### src/hw/rtl/lgrs_pkg.sv
// Package for the Life row step unit: widths, register indexes and shared types.
// Used by every module of the unit; depends on nothing.
package lgrs_pkg;

    // Field widths of the stream and configuration ports.
    localparam int ROW_BITS    = 64;
    localparam int IDX_BITS    = 10;
    localparam int OUT_TDATA_W = 80;
    localparam int COLS_W      = 7;
    localparam int ROWS_W      = 11;
    localparam int CFG_IDX_W   = 2;
    localparam int CFG_DATA_W  = 11;

    // Defaults for the top-level parameters.
    localparam int DEFAULT_MAX_COLUMNS = 64;
    localparam int DEFAULT_MAX_ROWS    = 1024;

    // Configuration register indexes and reset values.
    localparam logic [CFG_IDX_W-1:0] REG_COLUMN_COUNT = 2'd0;
    localparam logic [CFG_IDX_W-1:0] REG_ROW_COUNT    = 2'd1;
    localparam logic [COLS_W-1:0]    COLUMN_COUNT_RST = 7'd64;
    localparam logic [ROWS_W-1:0]    ROW_COUNT_RST    = 11'd60;

    // Result queue depth; room for two results is needed to take a row.
    localparam int QUEUE_DEPTH = 4;
    localparam int QPTR_W      = 2;
    localparam int QCNT_W      = 3;

    // Per-row control shared by all cells.
    typedef struct packed {
        logic single;   // one-row frame: the row is its own frame
        logic first;    // first row of a frame: no result
        logic clear;    // frame ends with this row: state returns to dead
    } cell_ctrl_t;

    // Vertical live counts one cell hands to each neighbor.
    typedef struct packed {
        logic [1:0] sum_a;  // above + middle + below for the main result
        logic [1:0] sum_b;  // middle + incoming for the trailing result
    } col_sums_t;

    // One result item.
    typedef struct packed {
        logic [ROW_BITS-1:0] next_row;
        logic [IDX_BITS-1:0] row_index;
        logic                last_of_frame;
    } result_t;

    // Up to two results written into the queue in one cycle.
    typedef struct packed {
        logic    a_valid;
        logic    b_valid;
        result_t a;
        result_t b;
    } queue_push_t;

endpackage

### src/hw/rtl/lgrs_cell.sv
// One column cell of the Life row step unit: holds two stored rows' bits
// and applies the B3/S23 rule. Depends on lgrs_pkg.
module lgrs_cell (
    input  logic                  clk,
    input  logic                  en,
    input  logic                  take,
    input  lgrs_pkg::cell_ctrl_t  ctrl,
    input  logic                  cur,
    input  lgrs_pkg::col_sums_t   left,
    input  lgrs_pkg::col_sums_t   right,
    output lgrs_pkg::col_sums_t   sums,
    output logic                  res_a,
    output logic                  res_b
);
    import lgrs_pkg::*;

    logic       upper_reg;
    logic       upper_next;
    logic       middle_reg;
    logic       middle_next;
    logic       up;
    logic       md;
    logic       cu;
    logic       top_a;
    logic       mid_a;
    logic       bot_a;
    logic [3:0] tot_a;
    logic [3:0] tot_b;

    // Cells beyond the active column count read as dead.
    assign up = upper_reg & en;
    assign md = middle_reg & en;
    assign cu = cur & en;

    // A one-row frame sees dead rows above and below.
    assign top_a = ctrl.single ? 1'b0 : up;
    assign mid_a = ctrl.single ? cu : md;
    assign bot_a = ctrl.single ? 1'b0 : cu;

    assign sums.sum_a = 2'(top_a) + 2'(mid_a) + 2'(bot_a);
    assign sums.sum_b = 2'(md) + 2'(cu);

    // The 3x3 total includes the center: birth at 3, survival at a total of 4.
    assign tot_a = 4'(left.sum_a) + 4'(sums.sum_a) + 4'(right.sum_a);
    assign tot_b = 4'(left.sum_b) + 4'(sums.sum_b) + 4'(right.sum_b);
    assign res_a = en & ((tot_a == 4'd3) | (mid_a & (tot_a == 4'd4)));
    assign res_b = en & ((tot_b == 4'd3) | (cu & (tot_b == 4'd4)));

    // Row window shift for the next transaction. An incoming bit is stored
    // already masked with the column count in force when it arrives.
    always_comb
    begin
        upper_next  = upper_reg;
        middle_next = middle_reg;
        if (take)
        begin
            priority if (ctrl.clear)
            begin
                upper_next  = 1'b0;
                middle_next = 1'b0;
            end
            else if (ctrl.first)
            begin
                upper_next  = 1'b0;
                middle_next = cu;
            end
            else
            begin
                upper_next  = middle_reg;
                middle_next = cu;
            end
        end
    end

    always_ff @(posedge clk)
    begin
        upper_reg  <= upper_next;
        middle_reg <= middle_next;
    end

endmodule

### src/hw/rtl/lgrs_out_queue.sv
// Result queue of the Life row step unit: takes up to two results a cycle
// and presents one. Depends on lgrs_pkg.
module lgrs_out_queue (
    input  logic                   clk,
    input  logic                   rst_n,
    input  lgrs_pkg::queue_push_t  push,
    output logic                   space,
    output logic                   out_valid,
    input  logic                   out_ready,
    output lgrs_pkg::result_t      out_data
);
    import lgrs_pkg::*;

    result_t             q_reg [QUEUE_DEPTH];
    logic [QPTR_W-1:0]   wptr_reg;
    logic [QPTR_W-1:0]   wptr_next;
    logic [QPTR_W-1:0]   rptr_reg;
    logic [QPTR_W-1:0]   rptr_next;
    logic [QCNT_W-1:0]   count_reg;
    logic [QCNT_W-1:0]   count_next;
    logic                pop;

    assign out_valid = (count_reg != '0);
    assign out_data  = q_reg[rptr_reg];
    assign pop       = out_valid & out_ready;
    assign space     = (count_reg <= QCNT_W'(QUEUE_DEPTH - 2));

    // Pointer and fill bookkeeping.
    always_comb
    begin
        wptr_next  = wptr_reg + QPTR_W'(push.a_valid) + QPTR_W'(push.b_valid);
        rptr_next  = rptr_reg + QPTR_W'(pop);
        count_next = count_reg + QCNT_W'(push.a_valid) + QCNT_W'(push.b_valid)
                     - QCNT_W'(pop);
    end

    always_ff @(posedge clk or negedge rst_n)
    begin
        if (!rst_n)
        begin
            wptr_reg  <= '0;
            rptr_reg  <= '0;
            count_reg <= '0;
        end
        else
        begin
            wptr_reg  <= wptr_next;
            rptr_reg  <= rptr_next;
            count_reg <= count_next;
        end
    end

    // Entry storage; the trailing result goes right after the main one.
    always_ff @(posedge clk)
    begin
        if (push.a_valid)
        begin
            q_reg[wptr_reg] <= push.a;
        end
        if (push.b_valid)
        begin
            q_reg[wptr_reg + QPTR_W'(1)] <= push.b;
        end
    end

endmodule

### src/hw/rtl/life_generation_row_step_unit.sv
// Top level of the Life row step unit: configuration, row counting, cell chain
// and result queue. Depends on lgrs_pkg, lgrs_cell and lgrs_out_queue.
//
// Takes one grid row per cycle on s_axis and returns the next B3/S23 generation
// of the row above it on m_axis; the accepting edge writes the results into the
// result queue. The row computation is a chain of MAX_COLUMNS cells working in
// parallel. The first row of a frame gives no result and the last row gives two,
// so a frame of R rows gives R results. A four-entry result queue decouples the
// sides: s_axis_tready is high while the queue has room for two results, so a
// stalled m_axis lets the unit keep taking rows until three or four results are
// queued. Configuration writes are accepted in every cycle and should be issued
// only while no result is pending.
module life_generation_row_step_unit #(
    parameter int MAX_COLUMNS = lgrs_pkg::DEFAULT_MAX_COLUMNS,
    parameter int MAX_ROWS    = lgrs_pkg::DEFAULT_MAX_ROWS
) (
    input  logic                             clk,
    input  logic                             rst_n,
    // Row input: tdata = row_cells[63:0].
    input  logic                             s_axis_tvalid,
    output logic                             s_axis_tready,
    input  logic [lgrs_pkg::ROW_BITS-1:0]    s_axis_tdata,
    // Result output: tdata = next_row[63:0], row_index[73:64], zero pad;
    // tlast = last_of_frame.
    output logic                             m_axis_tvalid,
    input  logic                             m_axis_tready,
    output logic [lgrs_pkg::OUT_TDATA_W-1:0] m_axis_tdata,
    output logic                             m_axis_tlast,
    // Configuration writes.
    input  logic                             cfg_valid,
    output logic                             cfg_ready,
    input  logic [lgrs_pkg::CFG_IDX_W-1:0]   cfg_index,
    input  logic [lgrs_pkg::CFG_DATA_W-1:0]  cfg_data
);
    import lgrs_pkg::*;

    localparam int ROW_W = (MAX_ROWS > 1) ? $clog2(MAX_ROWS) : 1;

    logic [COLS_W-1:0]      column_count_reg;
    logic [ROWS_W-1:0]      row_count_reg;
    logic [ROW_W-1:0]       rows_seen_reg;
    logic [ROW_W-1:0]       rows_seen_next;
    logic [COLS_W-1:0]      eff_cols;
    logic [ROWS_W-1:0]      eff_rows;
    logic [ROWS_W-1:0]      seen_ext;
    logic                   take;
    logic                   last_row;
    cell_ctrl_t             ctrl;
    col_sums_t              sums [MAX_COLUMNS];
    logic [MAX_COLUMNS-1:0] res_a_vec;
    logic [MAX_COLUMNS-1:0] res_b_vec;
    queue_push_t            push;
    logic                   q_space;
    result_t                out_item;

    // Configuration registers.
    assign cfg_ready = 1'b1;

    always_ff @(posedge clk or negedge rst_n)
    begin
        if (!rst_n)
        begin
            column_count_reg <= COLUMN_COUNT_RST;
            row_count_reg    <= ROW_COUNT_RST;
        end
        else if (cfg_valid && cfg_ready)
        begin
            if (cfg_index == REG_COLUMN_COUNT)
            begin
                column_count_reg <= cfg_data[COLS_W-1:0];
            end
            else if (cfg_index == REG_ROW_COUNT)
            begin
                row_count_reg <= cfg_data[ROWS_W-1:0];
            end
        end
    end

    // Counts clamped to their legal ranges.
    always_comb
    begin
        priority if (column_count_reg == '0)
            eff_cols = COLS_W'(1);
        else if (column_count_reg > COLS_W'(MAX_COLUMNS))
            eff_cols = COLS_W'(MAX_COLUMNS);
        else
            eff_cols = column_count_reg;

        priority if (row_count_reg == '0)
            eff_rows = ROWS_W'(1);
        else if (row_count_reg > ROWS_W'(MAX_ROWS))
            eff_rows = ROWS_W'(MAX_ROWS);
        else
            eff_rows = row_count_reg;
    end

    // Row position within the frame decides the kind of step.
    assign take        = s_axis_tvalid & s_axis_tready;
    assign seen_ext    = ROWS_W'(rows_seen_reg);
    assign ctrl.single = (eff_rows == ROWS_W'(1));
    assign ctrl.first  = !ctrl.single && (rows_seen_reg == '0);
    assign last_row    = !ctrl.single && !ctrl.first
                         && ((seen_ext + ROWS_W'(1)) >= eff_rows);
    assign ctrl.clear  = ctrl.single | last_row;

    always_comb
    begin
        rows_seen_next = rows_seen_reg;
        if (take)
        begin
            if (ctrl.clear)
                rows_seen_next = '0;
            else
                rows_seen_next = rows_seen_reg + ROW_W'(1);
        end
    end

    always_ff @(posedge clk or negedge rst_n)
    begin
        if (!rst_n)
            rows_seen_reg <= '0;
        else
            rows_seen_reg <= rows_seen_next;
    end

    // Chain of column cells; each reads its neighbors' vertical counts.
    for (genvar j = 0; j < MAX_COLUMNS; j++)
    begin : g_cell
        col_sums_t left_s;
        col_sums_t right_s;
        logic      en;

        assign en = (COLS_W'(j) < eff_cols);

        if (j == 0)
        begin : g_left_edge
            assign left_s = '0;
        end
        else
        begin : g_left_cell
            assign left_s = sums[j-1];
        end

        if (j == MAX_COLUMNS - 1)
        begin : g_right_edge
            assign right_s = '0;
        end
        else
        begin : g_right_cell
            assign right_s = sums[j+1];
        end

        lgrs_cell u_cell (
            .clk   (clk),
            .en    (en),
            .take  (take),
            .ctrl  (ctrl),
            .cur   (s_axis_tdata[j]),
            .left  (left_s),
            .right (right_s),
            .sums  (sums[j]),
            .res_a (res_a_vec[j]),
            .res_b (res_b_vec[j])
        );
    end

    // Results of this row into the queue.
    always_comb
    begin
        push.a_valid         = take & !ctrl.first;
        push.b_valid         = take & last_row;
        push.a.next_row      = ROW_BITS'(res_a_vec);
        push.a.row_index     = ctrl.single ? '0 : IDX_BITS'(rows_seen_reg - ROW_W'(1));
        push.a.last_of_frame = ctrl.single;
        push.b.next_row      = ROW_BITS'(res_b_vec);
        push.b.row_index     = IDX_BITS'(rows_seen_reg);
        push.b.last_of_frame = 1'b1;
    end

    lgrs_out_queue u_queue (
        .clk       (clk),
        .rst_n     (rst_n),
        .push      (push),
        .space     (q_space),
        .out_valid (m_axis_tvalid),
        .out_ready (m_axis_tready),
        .out_data  (out_item)
    );

    assign s_axis_tready = q_space;
    assign m_axis_tdata  = {(OUT_TDATA_W - ROW_BITS - IDX_BITS)'(0),
                            out_item.row_index, out_item.next_row};
    assign m_axis_tlast  = out_item.last_of_frame;

endmodule

### config.mk
export PLATFORM = sky130hd
export DESIGN_NAME = life_generation_row_step_unit
export DESIGN_NICKNAME = d
export VERILOG_FILES = /design/src/hw/rtl/lgrs_pkg.sv /design/src/hw/rtl/lgrs_cell.sv /design/src/hw/rtl/lgrs_out_queue.sv /design/src/hw/rtl/life_generation_row_step_unit.sv
export SDC_FILE = /design/constraint.sdc
export NUM_CORES = 2
export LEC_CHECK = 0
export ABC_AREA = 0
export BUFFER_PORTS_ARGS = -buffer_cell sky130_fd_sc_hd__buf_2
export CAP_MARGIN = 10
export CORE_UTILIZATION = 30
export CTS_CLUSTER_DIAMETER = 150
export CTS_CLUSTER_SIZE = 12
export DETAILED_ROUTE_END_ITERATION = 8
export GPL_TIMING_DRIVEN = 0
export MAX_ROUTING_LAYER = met4
export PLACE_DENSITY = 0.52
export SYNTH_ARGS = -nofsm -noshare
export SYNTH_HDL_FRONTEND = slang
export SYNTH_SLANG_ARGS = --single-unit
### constraint.sdc
create_clock -name clk -period 5.6 [get_ports clk]
set_input_delay 0 -clock clk [delete_from_list [all_inputs] [get_ports clk]]
set_output_delay 0 -clock clk [all_outputs]
set_load 0.05 [all_outputs]
======== Word-level counts from Yosys, hierarchy flattened ========
Memories as Yosys holds them, arrays and structs flattened.
Index checks and enable logic that the tools add are counted.
cells by class
  multiplexer cells ....................... 202
  equality and inequality tests ........... 258
  bitwise operators ....................... 582
  reductions and logical operators ........ 13
  $lt $le $gt $ge ......................... 68
  add/sub/neg operators ................... 452
operator list
  operator               number
  $eq 4x2->1 const B     128
  $eq 4x3->1 const B     128
  $add 4x2->4            124
  $and 1x1->1            452
  $add 2x2->3            126
  $add 1x1->2            128
  $lt 6x7->1 const A     32
  $mux 1                 196
  $add 2x1->2            67
  $or 1x1->1             129
  $lt 5x7->1 const A     16
  $lt 4x7->1 const A     8
  $lt 3x7->1 const A     4
  $mux 11                2
  $mux 10                2
  $lt 1x7->1 const A     2
  $lt 2x7->1 const A     2
  $mux 7                 2
  $add 10x1->11 const B  1
  $eq 11x1->1 const B    1
  $ge 11x11->1           1
  $gt 11x11->1 const B   1
  $logic_not 11->1       1
  $add 10x1->10 const B  1
  17 further kinds       21
word-level totals
  memories kept ........................... 1
  logic and storage cells ................. 1,710
  bits in writable memories ............... 300
  output and inout bits ................... 84
  bits in registers ....................... 163
  bits of input ports ..................... 82
memories
  memory         words  bits a word  read ports  clocked after memory_dff  write ports  RTL line              RTL
  u_queue.q_reg  4      75           1           0                         2            lgrs_out_queue.sv:14  result_t q_reg [QUEUE_DEPTH];

======== Logic depth before layout (Yosys ltp) ========
  word-level depth ........................ 14
  mapped depth ............................ 21
  mapped depth without buffers ............ 18

======== By module ========
Synthesis repeated with hierarchy kept, for this count alone.
unflattened totals
  cells, all modules ...................... 3,720
  area total of the unflattened synthesis .. 42,359.4 µm²
modules (own cells, without submodules)
  module                         area an instance (µm²)  cells each  times used
  lgrs_cell                      390.4                   41          64
  lgrs_out_queue                 14,742.9                759         1
  life_generation_row_step_unit  2,632.5                 337         1

======== Least setup slack after synthesis ========
Ideal clock, no wire load.
  kind .................................... reg-to-reg
  from .................................... reg u_queue.count_reg[1]
  to ...................................... reg u_queue.count_reg[1]
  arrival time ............................ 5,986 ps
  data required time ...................... 5,465 ps
  library setup time ...................... 135 ps
  slack ................................... -521 ps
  cell stages (with the launch flop) ...... 10
  path buffers ............................ 1
  cells stage by stage .................... dfrtp_1 -> inv_1 -> ha_1 -> o21ai_2 -> inv_2 -> clkbuf_1 -> nand4_1 -> inv_1 -> fa_1 -> fa_1
on the way
  longest elaborated chain between the ends .. 6
RTL lines
  item                       RTL line                              RTL
  start: declaration         lgrs_out_queue.sv:19                  logic [QCNT_W-1:0] count_reg;
  start signal: assignment   lgrs_out_queue.sv:49                  count_reg <= count_next;
  $le 3x2->1 (*)             lgrs_out_queue.sv:26                  assign space = (count_reg <= QCNT_W'(QUEUE_DEPTH - 2));
  $and 1x1->1 (*)            life_generation_row_step_unit.sv:98   assign take = s_axis_tvalid & s_axis_tready;
  via g_cell[0].u_cell.take  lgrs_cell.sv:6                        input logic take,
  $and 1x1->1                life_generation_row_step_unit.sv:170  push.a_valid = take & !ctrl.first;
  $add 3x1->3                lgrs_out_queue.sv:33                  count_next = count_reg + QCNT_W'(push.a_valid) + QCNT_W'(push.b_valid)
  $add 3x1->3 (*)            lgrs_out_queue.sv:33
  $sub 3x1->3 (*)            lgrs_out_queue.sv:34                  - QCNT_W'(pop);
  via u_queue.count_next[1]  lgrs_out_queue.sv:20                  logic [QCNT_W-1:0] count_next;
The timed path passes the listed nets; every way through them passes the cells marked *.
A chain may end at the register's enable or synchronous reset.

==> flow_summary.toml <==
[synth]
synth-adder-area-share_pct = 28.3
synth_area_per_cell_um2 = 10.8
synth_top_family_by_area = "adder cells"
ys_async_sr_fraction_pct = 7.56
yosysTopAreaCellShare_pct = 30.0
ys_seq_area_share_pct = 32.3
synth_compound_area_share_pct = 11.9
synth_common_cells = "inv_1, ha_1, edfxtp_1"
yosysWarnings = 0
synthSimpleGateAreaFrac_pct = 12.8
synthCells = 3939
synth_xor_area_share_pct = 2.48
netlist_area_um2 = 42500
synth_seq_cells = 463
synth_flop_cell = "edfxtp_1"
synthMuxAreaShare_pct = 5.84
synth.most_common_cell = "inv_1"
synth_edf_count = 424
synth.area.top_cells = "edfxtp_1, fa_1, ha_1"
yosysTopAreaCell = "edfxtp_1"
yosys.cell_types.count = 96

[global_routing]
grt_pass1_vias = 32900
grt_max_degree = 89
grt_overflow = 0
grt_pass1_wl_um = 228000
grt_antenna_before_repair = 19
grt_use_total_pct = 22.6

[timing]
relSlewSlack_pct = 11.1
whs_ns = 0.0373
rsz0062_at_grt = "yes"
finalSetupViolations = 0
post-route-period-util_pct = 98.1
hold_viol_final = 0
tns_ns = 0
fin_worst_skew_ns = 0.0402
slew_violations = 0
period_needed_ns = 5.49
worst_slack_ns = 0.105
tightest_slew_ns = 1.33
fmax_ghz = 0.182

[clocking]
clock_sinks = 463
cts_root_buf = "clkbuf_16"
numCtsBuffers = 44
clock_latency_ns = 0.66
htree_num_levels = 2
cts_tree = "built"
clkSlewWorstSetupHoldPaths_ns = 0.08
clockBufferDepth = 3

[placed_design]
port_buffers = 158
placed_cell_area_um2 = 45900
place_ws_ns = -2.24
hpwlAfterDp_um = 121000
place.gp.congestion = 0.961

[final_layout]
fillCellCount = 14200
drive_gt1_share_pct = 12.5
final_cell_area_um2 = 48200
largest_reg_flops = 300
nets = 5092
area_delta_synth_final_pct = 13.6

[floorplan]
start_util_pct = 30.3
die_x_um = 378
die_area_um2 = 143000
rows = 137
core_area_um2 = 140000
io_pins = 166
dieHeight_um = 378

[detailed_routing]
dr.first_iter.drc_count = 3501
vias = 33400
ant_nets = 0
firstDrtPassIters = 5
drc = 0
finalWirelength_um = 158000
wl_per_cell_um = 25.7
via_per_inst = 5.44

[setup_path]
required_ns = 6.06
timing.rr.end = "u_queue.q_reg[1][45]$_DFFE_PP_"
cp-end-kind = "flop"
rrSetupSlack_ns = 0.11
crit_type = "flop to flop"
cpMaxStageDelayCell = "a21oi_1"
cp_max_fo = 10
crit_path_start_kind = "flop"
crit_chain = "buf_2 -> buf_2 -> a211oi_1 -> a21oi_1 -> nand2_1 -> inv_1 -> nand2_1 -> fa_1 -> inv_1 -> ha_1 -> fa_1 -> inv_1 -> fa_1 -> xnor2_1 -> nor4bb_1 -> o221ai_1 -> o22ai_1"
max_stage_delay_ns = 0.76
crit_buf_inv = 5
cp-startpoint = "column_count_reg[4]$_DFFE_PN0P_"
arrival_ns = 5.95
r2r_cells = 17
crit_family = "adder cells"
path_depth = 17
timing.rr.start = "column_count_reg[4]$_DFFE_PN0P_"

[power_and_ir_drop]
finalPower_mw = 30.2
ir_drop_mv = 0.275
power.leakage_nw = 19.7
powerDensity_nw_per_um2 = 626

[run]
max_cap_viol_count = 0

[run_status]
status = "completed"

[worst_hold_path]
min_path_type = "input pin to asynchronous set/reset pin"
-- area by class of cell --
cell class | instances | area (um^2) | share of cell area, %
multi-input combinational | 2805 | 26300 | 54.5
sequential | 463 | 13700 | 28.4
tap | 1876 | 2350 | 4.87
inverter | 517 | 1940 | 4.02
timing repair buffer | 255 | 1850 | 3.84
clock buffer | 60 | 1180 | 2.45
buffer | 154 | 870 | 1.80
clock inverter | 3 | 25.0 | 0.0519
antenna | 8 | 20.0 | 0.0415
-- metrics by stage --
stage	cells	util [%]
final	6141	34.5
after global routing	6138	34.5
after CTS	6132	34.4
after detailed placement	5989	32.8
after global placement	5978	32.6
after floorplan	3944	-
-- cell families after synthesis --
kind of cell,after synthesis
xor gates and xnor gates,120
DFF,463
muxes,150
buffers and inverters,676
AOI/OAI and AO/OA,780
and+or+nand+nor,978
adders and majority gates,770
other,2
-- routing by layer --
metal	vias up	global-route usage, %	routed length, um	share of wire, %
li1	14900	-	-	-
met1	16900	30.3	67300	43
met2	1422	34.5	70600	45
met3	215	4.11	14200	9.0
met4	0	6.87	5490	3.5
met5	-	-	0	0
-- report_power, final --
group	leakage (nW)	internal, mW	switching [mW]
sequential	4.32	4.73	0.276
combinational	14.8	8.53	13.7
clock	0.582	1.46	1.50
total	19.7	14.7	15.5
-- layout by cell type, fill, tap and decap left out, types with 33 or more instances in the layout --
cell type,count
edfxtp_1,424
xor2_1,55
nand3_1,72
o21ai_0,88
clkbuf_1,71
nor3b_1,54
and2_1,143
o22ai_1,229
or2_2,33
dlygate4sd3_1,80
mux2i_1,45
nor2_1,118
ha_1,453
fa_1,317
and3_1,45
clkbuf_16,45
mux4_2,75
xnor2_1,64
nand2_1,286
o221ai_1,49
inv_1,513
a21oi_1,176
a21o_1,56
nor4b_1,45
buf_2,210
-- worst reg2reg max path: cells and delay by family, from the launching register on --
| kind | cells | cell delay (ns) |
|---|---|---|
| adders and majority gates | 4 | 1.69 |
| AOI/OAI and AO/OA | 4 | 1.46 |
| buffers and inverters | 5 | 0.87 |
| and+or+nand+nor | 3 | 0.62 |
| DFF | 1 | 0.50 |
| xor gates and xnor gates | 1 | 0.19 |
-- what timing repair did --
action,in CTS,in global routing
pin swaps,2,3
hold endpoints to repair,125,0
setup endpoints to repair,307,262
setup buffers,3,3
hold buffers,80,0
resized for setup,66,47
-- worst max-delay path by stage --
| stage | to | slack [ns] |
|---|---|---|
| 3_3_place_gp | u_queue.q_reg[2][32]$_DFFE_PP_ | -2.95 |
| 4_1_cts | u_queue.q_reg[2][30]$_DFFE_PP_ | 0.02 |
| 2_1_floorplan | u_queue.q_reg[1][56]$_DFFE_PP_ | 0.65 |
| 6_report | u_queue.q_reg[1][45]$_DFFE_PP_ | 0.11 |
| 3_5_place_dp | u_queue.q_reg[0][56]$_DFFE_PP_ | -2.24 |
| 5_1_grt | u_queue.q_reg[3][47]$_DFFE_PP_ | -0.008 |
Power figures use the tool's default switching activity.
